## src/design/tte_ram.sv

```systemverilog
// Generic simple dual-port RAM: one write port, one read port, registered read.
// No dependencies.
module tte_ram #(
  parameter int unsigned WIDTH = 8,
  parameter int unsigned DEPTH = 16,
  localparam int unsigned AW = (DEPTH > 1) ? $clog2(DEPTH) : 1
) (
  input  logic             clk_i,
  input  logic             we_i,
  input  logic [AW-1:0]    waddr_i,
  input  logic [WIDTH-1:0] wdata_i,
  input  logic             re_i,
  input  logic [AW-1:0]    raddr_i,
  output logic [WIDTH-1:0] rdata_o
);

  logic [WIDTH-1:0] mem_q [DEPTH];
  logic [WIDTH-1:0] rdata_q;

  always_ff @(posedge clk_i) begin
    if (we_i) begin
      mem_q[waddr_i] <= wdata_i;
    end
    if (re_i) begin
      rdata_q <= mem_q[raddr_i];
    end
  end

  assign rdata_o = rdata_q;

endmodule

```

## config.mk

```make
export PLATFORM = sky130hd
export DESIGN_NAME = tte_ram
export DESIGN_NICKNAME = d
export VERILOG_FILES = /design/src/design/tte_ram.sv
export SDC_FILE = /design/constraint.sdc
export NUM_CORES = 1
export LEC_CHECK = 0
export ABC_CLOCK_PERIOD_IN_PS = 2650
export BUFFER_PORTS_ARGS = -buffer_cell sky130_fd_sc_hd__buf_4
export CAP_MARGIN = 20
export CORE_MARGIN = 3
export CORE_UTILIZATION = 50
export CTS_CLUSTER_SIZE = 16
export DETAILED_ROUTE_END_ITERATION = 16
export HOLD_SLACK_MARGIN = 0.12
export PLACE_DENSITY_LB_ADDON = 0.1
export SLEW_MARGIN = 20
export SYNTH_ARGS = -nofsm -noshare
export SYNTH_HDL_FRONTEND = slang
export SYNTH_SLANG_ARGS = --single-unit
```

## constraint.sdc

```tcl
create_clock -name clk_i -period 2.65 [get_ports clk_i]
set_input_delay 0.53 -clock clk_i [delete_from_list [all_inputs] [get_ports clk_i]]
set_output_delay 0.53 -clock clk_i [all_outputs]
set_load 0.05 [all_outputs]
```

==> flow_summary.toml <==
[status]
outcome = "complete, no violations"

[synthesis]
yosys-top-cells-area = "edfxtp_1, mux4_2, mux4_1, a22oi_1, nor2_1"
synth_mux_area_frac = 0.148
synthXorXnorAreaFrac = 0
synth_warnings = 0
synth_top_family_by_area = "multiplexers"
synth_compound_area_frac = 0.0230
yosysTopAreaCellShare = 0.781
synth_top_cell_by_area = "edfxtp_1"
synth.cell_area_um2 = 5230
synth_cells = 229
synthSimpleGateAreaFrac = 0.0314
synthAdderAreaFrac = 0
synth_cell_types = 18
syn_nets = 248
ys_ff_latch = 136
ys_seq_area_frac = 0.781
syn_area_per_cell_um2 = 22.8

[critical_path]
cp.buffers_inverters = 1
slowest_delay_ns = 0.42
required_ns = 2.12
path_max_fanout = 1
crit_type = "flop to output pin"
cp_cell_sequence = "buf_4"
cp_top_family = "flip-flops"
critPathSlowestCell = "edfxtp_1"
crit_path_start_kind = "flop"
endpoint_kind = "output pin"
cp.arrival_ns = 1.13

[grt]
grt_pass1_vias = 2494
antenna_found_initial = 0
grt-ovfl-total = 0
grt_max_degree = 33
grt_usage = 0.186
grt_pass1_wl_um = 15100

[sta]
slew_viol_final = 0
tns_ns = 0
skew_ns = 0.0108
rsz0062_at_grt = "false"
hold_viol_final = 0
slew-limit-headroom = 0.536
worstMarginPinSlew_ns = 0.695
whs_ns = 0.327
post-route-period-util = 0.626
period_minus_slack_ns = 1.66
setup_violations = 0
fmax_ghz = 0.603

[final_layout]
final_nets = 301
layout.area.seq_um2 = 4080
n_fill_cell = 711
final_cell_mix = "edfxtp_1, buf_4, mux4_2"
multi_input_area_um2 = 1060
final_common_cell = "edfxtp_1"
areaGrowthSynthToFinish_pct = 17.4
layout-drive-gt1-share = 0.304
antennaDiodeCount = 0

[route]
drt_iter0_drc = 143
drt-vias-per-instance = 5.74
dr.pass1.iters = 4
vias = 2446
drc = 0
wl_um = 9730
wl_per_cell_um = 22.8
ant_nets = 0

[clock_tree]
cts_tree = "done"
htree_levels = 4
cts_buffer_depth = 2
insertion_delay_ns = 0.51
cts_setup_buffers = 0
clk_pin_slew_ns = 0.06
root_buffer = "clkbuf_8"
cts-hold-fix-buffers = 0
cts_resized = 0
numCtsBuffers = 17
clock-sinks = 136

[floorplan]
rows = 36
io_pins = 27
fp.dieW_um = 108
initial_core_util = 0.525
core_um2 = 9950
die_h_um = 108
die-area_um2 = 11700

[pwr]
power_density_nw_per_um2 = 752
p_leak_uw = 0.00206
ir_worst_vdd_v = 0.000418

[min_path]
hp-class = "input port to flop"

[run]
max_cap_viol_count = 0

[place]
portBuffers = 26
hpwl_um = 6050
finalWeightedCongestion = 0.749
[metal layers]
metal,global-route usage,routed length (um),up-vias
li1,-,-,1084
met1,0.268,4390,1277
met2,0.282,4650,73
met3,0.0430,548,12
met4,0.0703,147,0
met5,0,0,-
[path summary, 6_finish.rpt]
kind | start | to | slack, ns | depth (start not counted)
worst max-delay path | rdata_o[0] | rdata_o[0] | 0.99 | 1
worst min-delay path | wdata_i[0] | mem_q[10][0] | 0.33 | 1
worst max register to register | mem_q[8][7] | rdata_o[7] | 1.19 | 3
worst min register to register | mem_q[15][6] | rdata_o[6] | 0.75 | 3
[area by class of cell]
| cell class | instances | area share |
|---|---|---|
| flip-flops and latches | 136 | 0.666 |
| multi-input cells | 83 | 0.172 |
| clock buffers | 20 | 0.0693 |
| repair buffers | 44 | 0.0559 |
| well taps | 133 | 0.0271 |
| clock inverters | 10 | 0.00959 |
[metrics by stage]
stage | setup slack, ns | total power (uW) | instances | util | area [um2]
after floorplan | 0.627 | 2640 | 229 | - | 5230
after global placement | 0.439 | 2750 | 396 | 0.568 | 5650
after detailed placement | 0.438 | 2750 | 396 | 0.568 | 5650
after CTS | 0.970 | 4660 | 426 | 0.616 | 6130
after global routing | 0.884 | 4780 | 426 | 0.616 | 6130
final | 0.991 | 4610 | 426 | 0.616 | 6130
[report_power, final]
part	switching (uW)	leakage, uW	internal (uW)	total [uW]
sequential	13.2	0.00124	2420	2440
combinational	156	0.000596	106	262
clock	790	0.000230	1120	1910
total	958	0.00206	3650	4610
[cells by family after synthesis]
kind of cell | after synthesis
muxes | 32
and+or+nand+nor | 35
AOI/OAI and AO/OA | 16
DFF | 136
buffers and inverters | 10
[sequential cells by signal (all words and copies together), names as in the netlist]
| register | flops |
|---|---|
| mem_q | 128 |
| rdata_o | 8 |
[Yosys cell counts (all sizes together)]
master	count
nor2	13
clkdlybuf4s25	3
edfxtp	136
and2b	1
and2	1
nand3	1
nand2b	2
buf	7
nor2b	1
mux4	32
nand3b	2
nor3	4
a22oi	16
nand2	9
or3b	1
No activity file was read; power rests on OpenSTA's default activity.
