==> src/design/tte_pkg.sv <==
// Package for the token expiry table: sizes, codes, payload and entry types.
// No dependencies; used by every module in design/ except tte_ram.
package tte_pkg;

  localparam int unsigned TABLE_DEPTH = 1024;
  localparam int unsigned KEY_BITS    = 40;
  localparam int unsigned ADDR_W      = $clog2(TABLE_DEPTH);
  localparam int unsigned TIME_W      = 31;
  localparam int unsigned TTL_W       = 31;
  localparam int unsigned EXP_W       = 32;
  localparam int unsigned LIVE_W      = 11;
  localparam int unsigned ENTRY_W     = 1 + KEY_BITS + EXP_W;

  localparam logic [ADDR_W-1:0] LAST_ADDR = ADDR_W'(TABLE_DEPTH - 1);
  localparam logic [TTL_W-1:0]  TTL_RESET = TTL_W'(1);

  typedef enum logic [1:0] {
    REQ_GENERATE = 2'd0,
    REQ_RENEW    = 2'd1,
    REQ_COUNT    = 2'd2,
    REQ_UNUSED   = 2'd3
  } req_e;

  typedef enum logic [1:0] {
    STAT_DONE     = 2'd0,
    STAT_FULL     = 2'd1,
    STAT_NO_MATCH = 2'd2
  } status_e;

  typedef enum logic [1:0] {
    S_CLEAR,
    S_IDLE,
    S_SCAN
  } state_e;

  typedef struct packed {
    logic [1:0]          req_type;
    logic [KEY_BITS-1:0] token_key;
    logic [TIME_W-1:0]   current_time;
  } req_t;

  typedef struct packed {
    logic [LIVE_W-1:0] live_count;
    logic [1:0]        status;
  } rsp_t;

  typedef struct packed {
    logic                valid;
    logic [KEY_BITS-1:0] key;
    logic [EXP_W-1:0]    expiry;
  } entry_t;

  typedef struct packed {
    logic clr;
    logic acc;
  } eval_ctl_t;

  typedef struct packed {
    logic              live;
    logic              match;
    logic [LIVE_W-1:0] count;
  } eval_sts_t;

endpackage

==> src/design/tte_eval.sv <==
// Shared slot evaluator: expiry and key compare on the word read from the table,
// plus the live-entry accumulator. Depends on tte_pkg.
module tte_eval (
  input  logic                         clk_i,
  input  logic                         rst_ni,
  input  tte_pkg::eval_ctl_t           ctl_i,
  input  tte_pkg::entry_t              entry_i,
  input  logic [tte_pkg::KEY_BITS-1:0] key_i,
  input  logic [tte_pkg::TIME_W-1:0]   now_i,
  output tte_pkg::eval_sts_t           sts_o
);

  logic [tte_pkg::LIVE_W-1:0] cnt_q, cnt_d;
  logic                       live;
  logic                       match;
  logic [tte_pkg::LIVE_W-1:0] cnt_sum;

  assign live    = entry_i.valid && (entry_i.expiry > tte_pkg::EXP_W'(now_i));
  assign match   = entry_i.valid && (entry_i.key == key_i);
  assign cnt_sum = cnt_q + tte_pkg::LIVE_W'(ctl_i.acc && live);

  always_comb begin
    cnt_d = cnt_q;
    if (ctl_i.clr) begin
      cnt_d = '0;
    end else if (ctl_i.acc) begin
      cnt_d = cnt_sum;
    end
  end

  always_ff @(posedge clk_i or negedge rst_ni) begin
    if (!rst_ni) begin
      cnt_q <= '0;
    end else begin
      cnt_q <= cnt_d;
    end
  end

  assign sts_o.live  = live;
  assign sts_o.match = match;
  assign sts_o.count = cnt_sum;

endmodule

==> config.mk <==
export PLATFORM = sky130hd
export DESIGN_NAME = tte_eval
export DESIGN_NICKNAME = d
export VERILOG_FILES = /design/src/design/tte_pkg.sv /design/src/design/tte_eval.sv
export SDC_FILE = /design/constraint.sdc
export NUM_CORES = 1
export LEC_CHECK = 0
export ABC_AREA = 1
export BUFFER_PORTS_ARGS = -buffer_cell sky130_fd_sc_hd__clkbuf_2
export CELL_PAD_IN_SITES_DETAIL_PLACEMENT = 1
export CELL_PAD_IN_SITES_GLOBAL_PLACEMENT = 1
export CORE_MARGIN = 2
export CORE_UTILIZATION = 27
export DETAILED_ROUTE_END_ITERATION = 8
export PLACE_DENSITY_LB_ADDON = 0.25
export SETUP_SLACK_MARGIN = 0.5
export SLEW_MARGIN = 20
export SYNTH_ARGS = -nofsm -noshare
export SYNTH_HDL_FRONTEND = slang
export SYNTH_SLANG_ARGS = --single-unit
==> constraint.sdc <==
create_clock -name clk_i -period 7.8 [get_ports clk_i]
set_input_delay 1.56 -clock clk_i [delete_from_list [all_inputs] [get_ports clk_i]]
set_output_delay 1.56 -clock clk_i [all_outputs]
set_load 0.02 [all_outputs]
==> flow_summary.ini, run 1 <==
[floorplan]
fp.dieW_um = 90.9
die_h_um = 90.9
die-area_sq_um = 8250
core_area_sq_um = 7290
initial_core_util = 0.279
io_pins = 161
core.rowCount = 31

[grt]
grt.busiest_layer = met2
grt_pass1_wl_um = 11800
use_met2 = 0.321
grt_use_met1 = 0.181
grt_max_degree = 12
antenna_found_initial = 0
grt_pass1_vias = 2837
grtUsageMet3 = 0.0434
track_usage = 0.168
overflow = 0

[placement]
placed_area_sq_um = 2940
post-dp-hpwl_um = 6320
dpl.cell_count = 578
portBuffers = 160
place_congestion = 0.813
dpl_worst_slack_ns = 2.19

[pwr]
clkPwrFrac = 0.262
p_int_uw = 148
p_sw_uw = 75.3
irDropWorstVdd_v = 0.0000322
p_per_area_nw_per_um2 = 74.8
fin_total_pwr_uw = 224
p_seq_frac = 0.258
power_frac_comb = 0.480
p_leak_nw = 1.89
swShare = 0.337

[yosys]
synth.avg_cell_area_sq_um = 6.33
synthTopCellsByArea = ha_1 (20%), nand2_1 (14%), dfrtp_1 (14%)
synth_top_area_frac = 0.203
syn_inst = 322
synth_enable_flop_cells = 0
async_flop_share = 1.00
synth-seq-cells = 11
synth.distinct_cells = 36
synthFlopType = dfrtp_1
yosysWarnings = 0
synth_commonest_cells = nand2_1 (76), inv_1 (71), ha_1 (33)
synth_largest_area_cell = ha_1
synth_fp_nets = 503
synth_seq_area_share = 0.135
syn-cell-area_sq_um = 2040
yosysMostFrequentCell = nand2_1

[clock_tree]
root_buffer = clkbuf_8
cts_inserted_buffers = 3
post_cts_resized = 0
clk_pin_slew_ns = 0.05
cts_setup_buffers = 0
ctsHoldBuffers = 0
clock_path_buffers = 2
h-tree-depth = 1
cts_tree = done
numClockSinks = 11
worstSkewPairLatency_ns = 0.24

[timing]
setup_viol = 0
drv_slew = 0
finalHoldViolations = 0
fin_crit_sh = 0.714
tightest_slew_ns = 0.821
rsz0062_at_grt = no
fmax_mhz = 180
layout_setup_ws_ns = 2.23
fin_setup_tns_ns = 0
holdWs_ns = 0.515
fin_crit_ns = 5.57
skew_ns = 0.00209
max_slew_margin = 0.450

[run]
cap_violations = 0

[layout]
top_register = cnt_q
fin_cells = 582
final_util = 0.410
n_fill_cell = 1021
fin_area_sq_um = 2990
drive_above_1_share = 0.364
area_growth_pct = 46.6
antennaDiodeCount = 0
largest_reg_flops = 11
finalNetCount = 665
reg.largest.list = cnt_q: 11 flops

[route]
wl_um = 6720
drc = 0
post_drt_wl_per_cell_um = 11.5
ant_nets = 0
drt_iter0_drc = 16
avgViaCountPerCell = 4.52
dr.pass1.iters = 4
num_vias = 2631

[setup_path]
crit_type = primary input to primary output
crit_arrival_ns = 4.01
cp_slowest_stage_delay_ns = 0.28
end_kind = primary output
crit_chain = clkbuf_2 -> inv_1 -> ha_1 -> nand2_1 -> nor2_1 -> nand4_1 -> nor2_1 -> nand2_1 -> nand2_1 -> nand2_1 -> nor2_1 -> ha_1 -> ha_1 -> nand2_1 -> nor2_2 -> nand3_2 -> nor3_2 -> xor2_1 -> clkbuf_2
path_max_fanout = 3
start_kind = primary input
worstPathRequired_ns = 6.24
cp_slowest_cell = ha_1
crit_top_cell = nand2_1

[worst_hold_path]
hp-class = flop to flop

[status]
run_status = complete, no violations
==> layer usage <==
layer | wire length [um] | vias up
li1 | - | 1339
met3 | 640 | 12
met4 | 167 | 0
met5 | 0 | -
met2 | 3370 | 113
met1 | 2550 | 1167
==> critical path, delay by kind of cell <==
| family | cells | cell delay, ns |
|---|---|---|
| and+or+nand+nor | 12 | 1.27 |
| adders and majority gates | 3 | 0.66 |
| buffers and inverters | 3 | 0.30 |
| xor gates and xnor gates | 1 | 0.21 |
==> worst paths after layout <==
path	start	to	slack (ns)	depth (start not counted)
max	now_i[23]	sts_o[8]	2.23	19
min	cnt_q[0]	cnt_q[0]	0.52	1
max reg2reg	cnt_q[0]	cnt_q[8]	6.16	9
min reg2reg	cnt_q[0]	cnt_q[0]	0.52	1
max in group asynchronous	rst_ni	cnt_q[4]	6.39	1
min in group asynchronous	rst_ni	cnt_q[9]	1.19	1
==> cells by family (layout without fill, tap and decap cells) <==
family / after synthesis / count (layout) / synth area share
adders and majority gates: 33 / 33 / 0.203
AOI/OAI and AO/OA: 46 / 46 / 0.142
buffers and inverters: 79 / 240 / 0.150
and+or+nand+nor: 131 / 131 / 0.276
DFF: 11 / 11 / 0.135
xor gates and xnor gates: 22 / 22 / 0.0946
==> power groups by stage <==
| stage | Combinational [mW] | Clock, mW | Sequential [mW] |
|---|---|---|---|
| finish | 0.107 | 0.0585 | 0.0577 |
| CTS | 0.110 | 0.0600 | 0.0577 |
| detailed placement | 0.109 | 0 | 0.0587 |
| global placement | 0.106 | 0 | 0.0586 |
| global route | 0.126 | 0.0621 | 0.0577 |
| floorplan | 0.0544 | 0 | 0.0586 |
==> placed cells by master, fill, tap and decap left out, drive strengths merged <==
cell	n
a211oi	1
o211ai	2
nand4	6
a22o	6
o2111ai	1
and2	1
xnor2	2
or2	4
a21o	1
xor2	20
clkbuf	164
o22ai	8
nand2	76
inv	75
ha	33
nor4	2
nor2	30
a21oi	12
clkinv	1
a31oi	1
nor3	4
a21boi	1
nand3	8
a221oi	1
o21ai	12
dfrtp	11
==> layout make-up <==
| class | instances | area [sq um] | area share |
|---|---|---|---|
| well taps | 99 | 124 | 0.0415 |
| clock buffers | 4 | 45.0 | 0.0151 |
| flip-flops and latches | 11 | 275 | 0.0922 |
| repair buffers | 160 | 801 | 0.268 |
| multi-input cells | 232 | 1460 | 0.488 |
| inverters | 76 | 285 | 0.0955 |
Power figures use the tool's default switching activity.
==> run 2: changes to the inputs <==
--- a/config.mk
+++ b/config.mk
@@ -5,12 +5,12 @@
 export SDC_FILE = /design/constraint.sdc
 export NUM_CORES = 1
 export LEC_CHECK = 0
-export ABC_AREA = 1
+export ABC_AREA = 0
 export BUFFER_PORTS_ARGS = -buffer_cell sky130_fd_sc_hd__clkbuf_2
 export CELL_PAD_IN_SITES_DETAIL_PLACEMENT = 1
 export CELL_PAD_IN_SITES_GLOBAL_PLACEMENT = 1
 export CORE_MARGIN = 2
-export CORE_UTILIZATION = 27
+export CORE_UTILIZATION = 23
 export DETAILED_ROUTE_END_ITERATION = 8
 export PLACE_DENSITY_LB_ADDON = 0.25
 export SETUP_SLACK_MARGIN = 0.5
==> constraint.sdc (replaced) <==
create_clock -name clk_i -period 5.1 [get_ports clk_i]
set_input_delay 1.02 -clock clk_i [delete_from_list [all_inputs] [get_ports clk_i]]
set_output_delay 1.02 -clock clk_i [all_outputs]
set_load 0.02 [all_outputs]
==> run 2 against run 1 <==
Against the previous run: worst setup slack got worse by 1.7 ns; combinational power rose by 85%; highest routed layer unchanged; area after synthesis down 7.0%.
==> flow_summary.ini, run 2 <==
[yosys]
synth_largest_area_cell = ha_1
synth_enable_flop_cells = 0
synth_fp_nets = 417
synth_top_area_frac = 0.218
yosysMostFrequentCell = xor2_1
yosysWarnings = 0
synth-seq-cells = 11
async_flop_share = 1.00
syn_inst = 236
syn-cell-area_sq_um = 1890
synth_commonest_cells = xor2_1 (35), ha_1 (33), inv_1 (32)
synth.distinct_cells = 33
synth.avg_cell_area_sq_um = 8.03
synthTopCellsByArea = ha_1 (22%), xor2_1 (16%), dfrtp_1 (15%)
synthFlopType = dfrtp_1
synth_seq_area_share = 0.145

[floorplan]
fp.dieW_um = 94.8
initial_core_util = 0.234
io_pins = 161
die-area_sq_um = 8980
die_h_um = 94.8
core_area_sq_um = 8090
core.rowCount = 33

[layout]
area_growth_pct = 79.9
fin_area_sq_um = 3410
finalNetCount = 590
mostFrequentLayoutCell = clkbuf_2
top_register = cnt_q
antennaDiodeCount = 0
drive_above_1_share = 0.556
final_cell_mix = clkbuf_2 (145), xor2_1 (34), xnor2_1 (22)
largest_reg_flops = 11
reg.largest.list = cnt_q: 11 flops

[clock_tree]
h-tree-depth = 1
cts_inserted_buffers = 3
ctsHoldBuffers = 0
root_buffer = clkbuf_8
clk_pin_slew_ns = 0.05
worstSkewPairLatency_ns = 0.24
clock_path_buffers = 2
cts_tree = done
numClockSinks = 11

[timing]
setup_viol = 0
rsz0062_at_grt = yes
fin_crit_ns = 4.57
finalHoldViolations = 0
max_slew_margin = 0.695
fin_setup_tns_ns = 0
drv_slew = 0
tightest_slew_ns = 0.453
fmax_mhz = 219
skew_ns = 0.00254
fin_crit_sh = 0.896

[route]
dr_wl_met3_um = 414
avgViaCountPerCell = 4.53
drc = 0
num_vias = 2322
post_drt_wl_per_cell_um = 14.9
drt_iter0_drc = 12
routed.top_layer = met4
wl_met1_um = 2750
dr_wl_met2_um = 4300
dr.pass1.iters = 4
wl_um = 7620
ant_nets = 0

[pwr]
p_seq_frac = 0.236
clkPwrFrac = 0.234
irDropWorstVdd_v = 0.0000995
p_per_area_nw_per_um2 = 110
swShare = 0.326
power_frac_comb = 0.529
p_int_uw = 252
p_sw_uw = 122
p_leak_nw = 1.76

[setup_path]
worstPathRequired_ns = 4.08
crit_chain = clkbuf_2 -> inv_1 -> ha_4 -> nand4_1 -> nor4_2 -> and3b_2 -> o41ai_4 -> a21boi_1 -> ha_2 -> ha_4 -> nand3_4 -> nor3_4 -> buf_4 -> xor2_2 -> buf_4
crit_type = primary input to primary output
path_max_fanout = 4
crit_arrival_ns = 3.55
cp_slowest_cell = nor4_2
cp_slowest_stage_delay_ns = 0.32
start_kind = primary input
end_kind = primary output

[grt]
grt_pass1_wl_um = 11100
grt_pass1_vias = 2486
antenna_found_initial = 0
grt_max_degree = 13
overflow = 0
track_usage = 0.156

[worst_hold_path]
hp-class = flop to flop

[placement]
post-dp-hpwl_um = 6330
placed_area_sq_um = 2820
portBuffers = 160
place_congestion = 0.771

[status]
run_status = complete, no violations

[run]
cap_violations = 0
run 2: changes by cell type in the layout (fill, tap and decap cells not counted), moves of 14 or more:
cell,delta
buf_4,+17
clkbuf_2,-15
ha_1,-22
ha_4,+21
inv_1,-53
nand2_1,-63
xnor2_1,+20
xor2_1,+14
run 2: kinds of logic (layout without fill, tap and decap cells):
family                     count (synthesis)  in the layout  synth area share
buffers and inverters                     37            209            0.0773
DFF                                       11             11             0.145
adders and majority gates                 33             33             0.218
and+or+nand+nor                           68             68             0.190
AOI/OAI and AO/OA                         27             27            0.0905
muxes                                      2              2            0.0106
xor gates and xnor gates                  58             58             0.268
run 2: metrics by stage:
stage / cells / utilization / total power, mW / hold WS, ns / setup slack, ns
3_5_place_dp: 497 / 0.348 / 0.248 / 0.538 / 0.147
4_1_cts: 504 / 0.367 / 0.346 / 0.550 / 0.519
6_report: 513 / 0.421 / 0.374 / 0.552 / 0.532
3_3_place_gp: 497 / 0.348 / 0.243 / 0.524 / 0.218
2_1_floorplan: 236 / - / 0.165 / 0.493 / 0.593
5_1_grt: 513 / 0.421 / 0.406 / 0.614 / 0.336
run 2: worst paths after layout:
check	start	endpoint	slack, ns	cells after the start
max in group asynchronous	rst_ni	cnt_q[9]	4.21	1
min in group asynchronous	rst_ni	cnt_q[4]	0.66	1
worst min-delay path	cnt_q[0]	cnt_q[0]	0.55	2
worst min register to register	cnt_q[0]	cnt_q[0]	0.55	2
worst max-delay path	now_i[25]	sts_o[8]	0.53	15
worst max register to register	cnt_q[0]	cnt_q[10]	3.44	8
run 2: power groups by stage:
stage	Combinational (mW)	Sequential [mW]	Clock (mW)
floorplan	0.0755	0.0897	0
finish	0.198	0.0884	0.0876
detailed placement	0.158	0.0897	0
global route	0.223	0.0884	0.0948
CTS	0.165	0.0883	0.0925
global placement	0.153	0.0898	0
run 2: worst max-delay path, delay by kind of cell:
family                     cells  cell delay [ns]
buffers and inverters          4             0.45
adders and majority gates      3             0.67
and+or+nand+nor                5             1.03
xor gates and xnor gates       1             0.14
AOI/OAI and AO/OA              2             0.25
run 2: repair_timing:
item                                    CTS  global route
buffers inserted                          3             9
endpoints found under the setup margin    7             6
pin swaps                                10            28
resized for setup                        18            63
run 2: routing by layer:
metal,GRT usage,up-vias
met5,0,-
met4,0.0447,0
met3,0.0200,14
met2,0.327,82
met1,0.156,1074
li1,-,1152
run 2: layout make-up:
| type | instances | area, sq um |
|---|---|---|
| well taps | 105 | 131 |
| clock buffers | 4 | 45.0 |
| flip-flops and latches | 11 | 275 |
| fillers | 1019 | 4680 |
| inverters | 32 | 123 |
| multi-input cells | 188 | 1860 |
| repair buffers | 173 | 977 |
